File: config.mk
export PLATFORM = sky130hd
export DESIGN_NAME = ssb_ctrl_flat
export DESIGN_NICKNAME = d
export VERILOG_FILES = /design/src/rtl/core/ssb_pkg.sv /design/src/rtl/core/ssb_if.sv /design/src/rtl/core/ssb_ctrl.sv /design/src/flat_wrapper.sv
export VERILOG_INCLUDE_DIRS = /design/src /design/src/rtl/core
export SDC_FILE = /design/constraint.sdc
export NUM_CORES = 1
export LEC_CHECK = 0
export BUFFER_PORTS_ARGS = -buffer_cell sky130_fd_sc_hd__buf_2
export CAP_MARGIN = 20
export CORE_AREA = 10 10 47 49
export DETAILED_ROUTE_END_ITERATION = 16
export DIE_AREA = 0 0 57 59
export PLACE_DENSITY = 0.74
export SYNTH_ARGS = -nofsm -noshare
export SYNTH_HDL_FRONTEND = slang
export SYNTH_SLANG_ARGS = --single-unit
export TNS_END_PERCENT = 100
File: constraint.sdc
create_clock -name clk -period 1.2 [get_ports clk]
set_input_delay 0.18 -clock clk [delete_from_list [all_inputs] [get_ports clk]]
set_output_delay 0.18 -clock clk [all_outputs]
set_load 0.005 [all_outputs]
File: src/rtl/core/assert_macros.svh
// ----------------------------------------------------------------------------
// Assertion macros
// Shared wrappers for the concurrent checks used in the core modules.
// ----------------------------------------------------------------------------
`ifndef ASSERT_MACROS_SVH
`define ASSERT_MACROS_SVH

// Same-cycle implication, disabled while reset is high.
`define ASSERT_IMP(label, clk, rst, ante, cons) \
  label: assert property (@(posedge clk) disable iff (rst) (ante) |-> (cons)) \
    else $error("same-cycle check failed");

// Next-cycle implication, disabled while reset is high.
`define ASSERT_NXT(label, clk, rst, ante, cons) \
  label: assert property (@(posedge clk) disable iff (rst) (ante) |=> (cons)) \
    else $error("next-cycle check failed");

`endif

File: src/rtl/core/ssb_pkg.sv
// ----------------------------------------------------------------------------
// ssb_pkg
// Types and fixed constants shared by the sprite blit framebuffer core.
// ----------------------------------------------------------------------------
package ssb_pkg;

  localparam int KIND_W   = 2;
  localparam int ROW_W    = 32;
  localparam int ROWIDX_W = 4;
  localparam int COLOFF_W = 9;
  localparam int PAGEOFF_W = 3;
  localparam int RADDR_W  = 10;
  localparam int BYTE_W   = 8;

  // Request kinds.
  localparam logic [KIND_W-1:0] KIND_CLEAR = 2'd0;
  localparam logic [KIND_W-1:0] KIND_DRAW  = 2'd1;
  localparam logic [KIND_W-1:0] KIND_READ  = 2'd2;

  // Commands from the controller to the datapath.
  typedef struct packed {
    logic clear_start;
    logic clear_step;
    logic draw_start;
    logic draw_step;
    logic read_issue;
    logic out_load;
  } ssb_cmd_t;

  // Status from the datapath to the controller.
  typedef struct packed {
    logic clear_last;
    logic draw_last;
    logic out_busy;
  } ssb_sts_t;

endpackage

File: src/rtl/core/ssb_if.sv
// ----------------------------------------------------------------------------
// ssb_if
// Request and result channels with valid/ready handshakes.
// ----------------------------------------------------------------------------
interface ssb_req_if import ssb_pkg::*; ();
  logic                        valid;
  logic                        ready;
  logic [KIND_W-1:0]           kind;
  logic [ROW_W-1:0]            row_bits;
  logic [ROWIDX_W-1:0]         row_index;
  logic signed [COLOFF_W-1:0]  column_offset;
  logic [PAGEOFF_W-1:0]        page_offset;
  logic [RADDR_W-1:0]          read_address;

  modport source (output valid, kind, row_bits, row_index, column_offset, page_offset,
                  read_address, input ready);
  modport sink (input valid, kind, row_bits, row_index, column_offset, page_offset,
                read_address, output ready);
endinterface


File: src/rtl/core/ssb_ctrl.sv
// ----------------------------------------------------------------------------
// ssb_ctrl
// Sequencer for clear sweeps, draw sweeps and single byte reads.
// ----------------------------------------------------------------------------
`include "assert_macros.svh"

module ssb_ctrl import ssb_pkg::*; (
  input  logic      clk,
  input  logic      rst,
  ssb_req_if.sink   req,
  output ssb_cmd_t  cmd,
  input  ssb_sts_t  sts
);

  localparam logic [2:0] S_CLEAR = 3'd0;
  localparam logic [2:0] S_IDLE  = 3'd1;
  localparam logic [2:0] S_DRAW  = 3'd2;
  localparam logic [2:0] S_DRAIN = 3'd3;
  localparam logic [2:0] S_READ  = 3'd4;

  logic [2:0] state;
  logic [2:0] state_next;
  logic       accept;

  assign req.ready = (state == S_IDLE);
  assign accept    = req.valid && req.ready;

  always_comb begin
    cmd.clear_start = accept && (req.kind == KIND_CLEAR);
    cmd.draw_start  = accept && (req.kind == KIND_DRAW);
    cmd.read_issue  = accept && (req.kind == KIND_READ);
    cmd.clear_step  = (state == S_CLEAR);
    cmd.draw_step   = (state == S_DRAW);
    cmd.out_load    = (state == S_READ) && !sts.out_busy;
  end

  always_comb begin
    state_next = state;
    case (state)
      S_IDLE: begin
        if (cmd.clear_start) state_next = S_CLEAR;
        else if (cmd.draw_start) state_next = S_DRAW;
        else if (cmd.read_issue) state_next = S_READ;
      end
      S_CLEAR: begin
        if (sts.clear_last) state_next = S_IDLE;
      end
      S_DRAW: begin
        if (sts.draw_last) state_next = S_DRAIN;
      end
      S_DRAIN: begin
        state_next = S_IDLE;
      end
      S_READ: begin
        if (cmd.out_load) state_next = S_IDLE;
      end
      default: begin
        state_next = S_IDLE;
      end
    endcase
  end

  always_ff @(posedge clk) begin
    if (rst) begin
      state <= S_CLEAR;
    end else begin
      state <= state_next;
    end
  end

  // The last column of a row must always be followed by the write-back cycle.
  `ASSERT_NXT(a_draw_drain, clk, rst, state == S_DRAW && sts.draw_last, state == S_DRAIN)
  // A read request leaves the controller waiting to hand over its byte.
  `ASSERT_NXT(a_read_wait, clk, rst, cmd.read_issue, state == S_READ)

endmodule

File: src/flat_wrapper.sv
// flat-port wrapper written by rule: the top's interface ports become plain ports
module ssb_ctrl_flat import ssb_pkg::*;
  (clk, rst, cmd, sts, req_valid, req_kind, req_row_bits, req_row_index, req_column_offset, req_page_offset, req_read_address, req_ready);
  ssb_req_if req_i ();
  input  logic clk;
  input  logic rst;
  output ssb_cmd_t cmd;
  input  ssb_sts_t sts;
  input wire logic [$bits(req_i.valid)-1:0] req_valid;
  input wire logic [$bits(req_i.kind)-1:0] req_kind;
  input wire logic [$bits(req_i.row_bits)-1:0] req_row_bits;
  input wire logic [$bits(req_i.row_index)-1:0] req_row_index;
  input wire logic [$bits(req_i.column_offset)-1:0] req_column_offset;
  input wire logic [$bits(req_i.page_offset)-1:0] req_page_offset;
  input wire logic [$bits(req_i.read_address)-1:0] req_read_address;
  output wire logic [$bits(req_i.ready)-1:0] req_ready;
  assign req_i.valid = req_valid;
  assign req_i.kind = req_kind;
  assign req_i.row_bits = req_row_bits;
  assign req_i.row_index = req_row_index;
  assign req_i.column_offset = req_column_offset;
  assign req_i.page_offset = req_page_offset;
  assign req_i.read_address = req_read_address;
  assign req_ready = req_i.ready;
  ssb_ctrl u_core (.clk(clk), .rst(rst), .req(req_i), .cmd(cmd), .sts(sts));
endmodule
# Word-level counts from Yosys, hierarchy flattened

Index checks and enable logic that the tools add are counted.

Memory bits (read-only): 0
Output and inout bits: 7
Memories: 0
Bits in latches: 0
Bits of input ports: 66
Register bits after elaboration: 3
RAM bits: 0

Reductions and logical operators: 9
$lt $le $gt $ge: 0
$add $sub $neg: 0
Divide/modulo/power cells: 0
Shifts and indexed selects: 0
Eq/ne operators: 9
Multiply operators: 0
Bitwise gates (word level): 0
Muxes and demuxes: 7

Operators with widths:

| kind                                                                  | count |
|---|---|
| 3-bit 2-to-1 mux                                                      | 6 |
| 3-bit case mux with 4 select lines                                    | 1 |
| 1-bit logical AND                                                     | 5 |
| 2-bit by 1-bit != test with 1-bit output, second input constant       | 2 |
| 4-bit != test, second input constant                                  | 1 |
| 4-bit AND reduction                                                   | 1 |
| 3-bit by 1-bit equality test with 1-bit output, second input constant | 1 |
| 3-bit by 2-bit equality test with 1-bit output, second input constant | 1 |
| 3-bit equality test, second input constant                            | 1 |
| 3-bit logical NOT                                                     | 1 |
| 2-bit by 1-bit equality test with 1-bit output, second input constant | 1 |
| 2-bit equality test, second input constant                            | 1 |
| 2-bit logical NOT                                                     | 1 |
| 2-bit != test, second input constant                                  | 1 |
| 1-bit logical NOT                                                     | 1 |

# Logic depth before layout (Yosys ltp)

Depth after elaboration: 7
Mapped depth: 3
Mapped depth without buffers: 3

# Worst setup path after synthesis

No wires, ideal clock.

Path type: reg2reg
Start point: register u_core.state[0]
End point: register u_core.state[2]
Library setup time: 58 ps
Path slack: 132 ps
Stages on the path, launching flop included: 4
Data required time: 1142 ps
Arrival: 1010 ps
Clock period less this slack: 1068 ps
Path buffers: 0
Path through: dfxtp_1 nor3b_4 and4b_1 o21ba_1

RTL lines:

| item                   | line           | RTL |
|---|---|---|
| start, declared        | ssb_ctrl.sv:21 | `logic [2:0] state;` |
| start signal, assigned | ssb_ctrl.sv:67 | `state <= state_next;` |

==> run_results.csv <==
group,metric,value,unit
grt,track_usage,0.04968,
place,placed_area,317.8,sq um
synthesis,syn_area,205.2,sq um
clock_network,clk_path_buf_depth,2,
status,status,"complete, but fails checks",
clock_network,cts_made_buffers,3,
worst_setup_path,critical_path_class,"register to output pin",
timing,rsz0062_at_grt,"yes",
grt,overflow,0,
clock_network,clock-root-buffer,"clkbuf_4",
finish,design_area,457.9,sq um
route,wl,849,microns
route,num_vias,288,
clock_network,clkTransAtPathRegs,0.04,ns
route,vias_per_cell,4.431,
finish,top_regs,"u_core.state x3",
finish,antenna_cells,0,
timing,fin_setup_tns,-0.4505,ns
synthesis,synth_fa_ha_area_frac,0,
status,violations,"negative setup slack",
place,post-place-cells,55,
finish,synthToLayoutAreaGrowth,123.2,%
synthesis,synth.distinct_cells,17,
timing,fin_skew,0.006999,ns
synthesis,synth_top_family_by_area,"simple AND/OR/NAND/NOR gates",
finish,nets,116,
synthesis,seq_area_frac_synth,0.2927,
finish,fill_cells,159,
worst_setup_path,crit_path_start,"u_core.state[1]",
worst_setup_path,critPathMaxStageDelay,0.35,ns
flow_run,drv_cap,0,
synthesis,syn_inst,22,
floorplanning,die_y,59,microns
worst_setup_path,r2r-start,"u_core.state[0]",
timing,maxSlewViolCount,0,
place,gp_congestion,0.6926,
synthesis,synthMuxAreaShare,0.04878,
synthesis,avgSynthCellArea,9.327,sq um
timing,max_freq,736.5,MHz
grt,antenna_found_initial,0,
floorplanning,start_util,0.1464,
power,powerDensity,842.5,nW/um^2
route,wl_per_cell,13.06,microns
synthesis,yosys.area_share.simple,0.4939,
floorplanning,rows,14,
worst_setup_path,arrival,1.18,ns
finish,final_common_cell,"buf_2",
timing,fin_crit_sh,1.131,
finish,largest_reg_flops,3,
floorplanning,die-area,3363,sq um
clock_network,cts_hold_buf,0,
worst_setup_path,path_delay_family,"buffers and inverters",
worst_setup_path,cp-start-kind,"register",
route,initialDrtViolationCount,4,
worst_setup_path,cp_max_fo,4,
timing,worstMarginPinSlew,0.2114,ns
clock_network,clkLatencyLatePin,0.24,ns
floorplanning,core_area,1401,sq um
timing,setup_slack,-0.1578,ns
worst_setup_path,critPathBufInv,3,
worst_setup_path,crit_required,1.02,ns
timing,final-hold-violation-count,0,
min_path,holdCritPathClass,"primary input to register",
floorplanning,ios,73,
clock_network,cts_tree,"done",
synthesis,ys_ff_latch,3,
clock_network,clock_sinks,3,
finish,finalCoreUtilization,0.3268,
finish,drive_gt1_frac,0.7347,
route,firstDrtPassIters,4,
worst_setup_path,path_cells,"buf_4 > buf_6 > nor4b_4 > buf_2",
clock_network,htreeDepth,1,
min_path,min_from,"rst",
timing,slew_headroom,0.8588,
route,drc,0,
finish,layoutNonFillerInstCount,65,
power,ir_drop,0.3135,mV
timing,period_minus_slack,1.358,ns
timing,setup-violations-final,6,
floorplanning,fp.dieW,57,microns
worst_setup_path,cp_slowest_cell,"dfxtp_4",
finish,top_register,"u_core.state",
synthesis,synthXorXnorAreaFrac,0,
power,fin_total_pwr,0.0003858,W
synthesis,syn_nets,88,
grt,grt_pass1_wl,1290,microns
grt,first_global_vias,313,
synthesis,synth_compound_area_frac,0.1646,
finish,final_cell_mix,"buf_2, buf_4, buf_6, clkbuf_4",
route,ant_nets,0,
power,leakage,0.2154,nW
place,portBuffers,14,
grt,grt_max_degree,7,
place,dp_hpwl,600.5,microns
worst_setup_path,end_kind,"output pin",
synthesis,ys_warn_count,0,
[synthesized netlist by cell type]
library cell / count / area, sq um
nor3_1: 1 / 5.000
and4b_1: 1 / 10.01
nand4b_1: 1 / 8.760
nor4b_1: 1 / 8.760
and4bb_2: 1 / 12.51
a311oi_1: 1 / 8.760
o21ba_1: 1 / 10.01
nand2b_1: 1 / 6.260
a21o_1: 1 / 7.510
and3_1: 1 / 6.260
dfxtp_1: 3 / 60.06
nand2_1: 2 / 7.510
nor2_1: 3 / 11.26
mux2i_1: 1 / 10.01
nor3b_4: 1 / 18.77
nor2b_1: 1 / 6.260
a211oi_1: 1 / 7.510
[power breakdown]
| part | leakage, nW | total [W] | switching [W] | internal [W] |
|---|---|---|---|---|
| Sequential | 0.0263 | 0.000106 | 0.00000386 | 0.000102 |
| Combinational | 0.174 | 0.000101 | 0.0000405 | 0.0000607 |
| Clock | 0.0150 | 0.000179 | 0.0000542 | 0.000125 |
| Total | 0.215 | 0.000386 | 0.0000985 | 0.000287 |
[through the flow]
stage / setup WS [ns] / hold WS [ns]
floorplan: 0.1315 / 0.2528
global placement: 0.03475 / 0.3611
detailed placement: 0.02434 / 0.3759
CTS: -0.1673 / 0.1097
global route: -0.2076 / 0.1260
finish: -0.1578 / 0.1220
[layout make-up]
| class | instances | area (sq um) | area share |
|---|---|---|---|
| Tap cell | 16 | 20.02 | 0.04372 |
| Multi-Input combinational cell | 19 | 187.7 | 0.4098 |
| Clock buffer | 4 | 26.28 | 0.05738 |
| Sequential cell | 3 | 68.82 | 0.1503 |
| Timing Repair Buffer | 23 | 155.1 | 0.3388 |
[what timing repair did]
action                                 in CTS  in global routing
buffers inserted                            3                  3
resized for setup                          11                  5
pin swaps                                   5                  5
gates cloned                                0                  0
setup endpoints to repair                   7                  7
endpoints found under the hold margin       0                  0
[worst register-to-register path, cell delays in order, from the launching register on]
cell and delay (ns):
dfxtp_2 0.32, nor3b_4 0.15, and4b_1 0.19, buf_4 0.14, buf_6 0.10, o21ba_4 0.17
[final timing paths]
kind,end,slack [ns],cells past startpoint
min,u_core.state[1],0.12,2
min reg2reg,u_core.state[1],0.59,2
max reg2reg,u_core.state[2],0.02,5
max,cmd[0],-0.16,4
[layer usage]
| metal | up-vias | GRT usage | share of wire |
|---|---|---|---|
| li1 | 139 | - | - |
| met1 | 134 | 0.04270 | 0.39 |
| met2 | 13 | 0.07597 | 0.52 |
| met3 | 2 | 0.02575 | 0.069 |
| met4 | 0 | 0.06040 | 0.020 |
| met5 | - | 0 | 0 |
[kinds of logic (layout without fill, tap and decap cells)]
logic type      count (synthesis)  count (layout)
compound gates                  4               4
buf+inv                         0              27
flops                           3               3
mux                             1               1
simple gates                   14              14
Note: power is estimated with default switching activity, not from simulation.
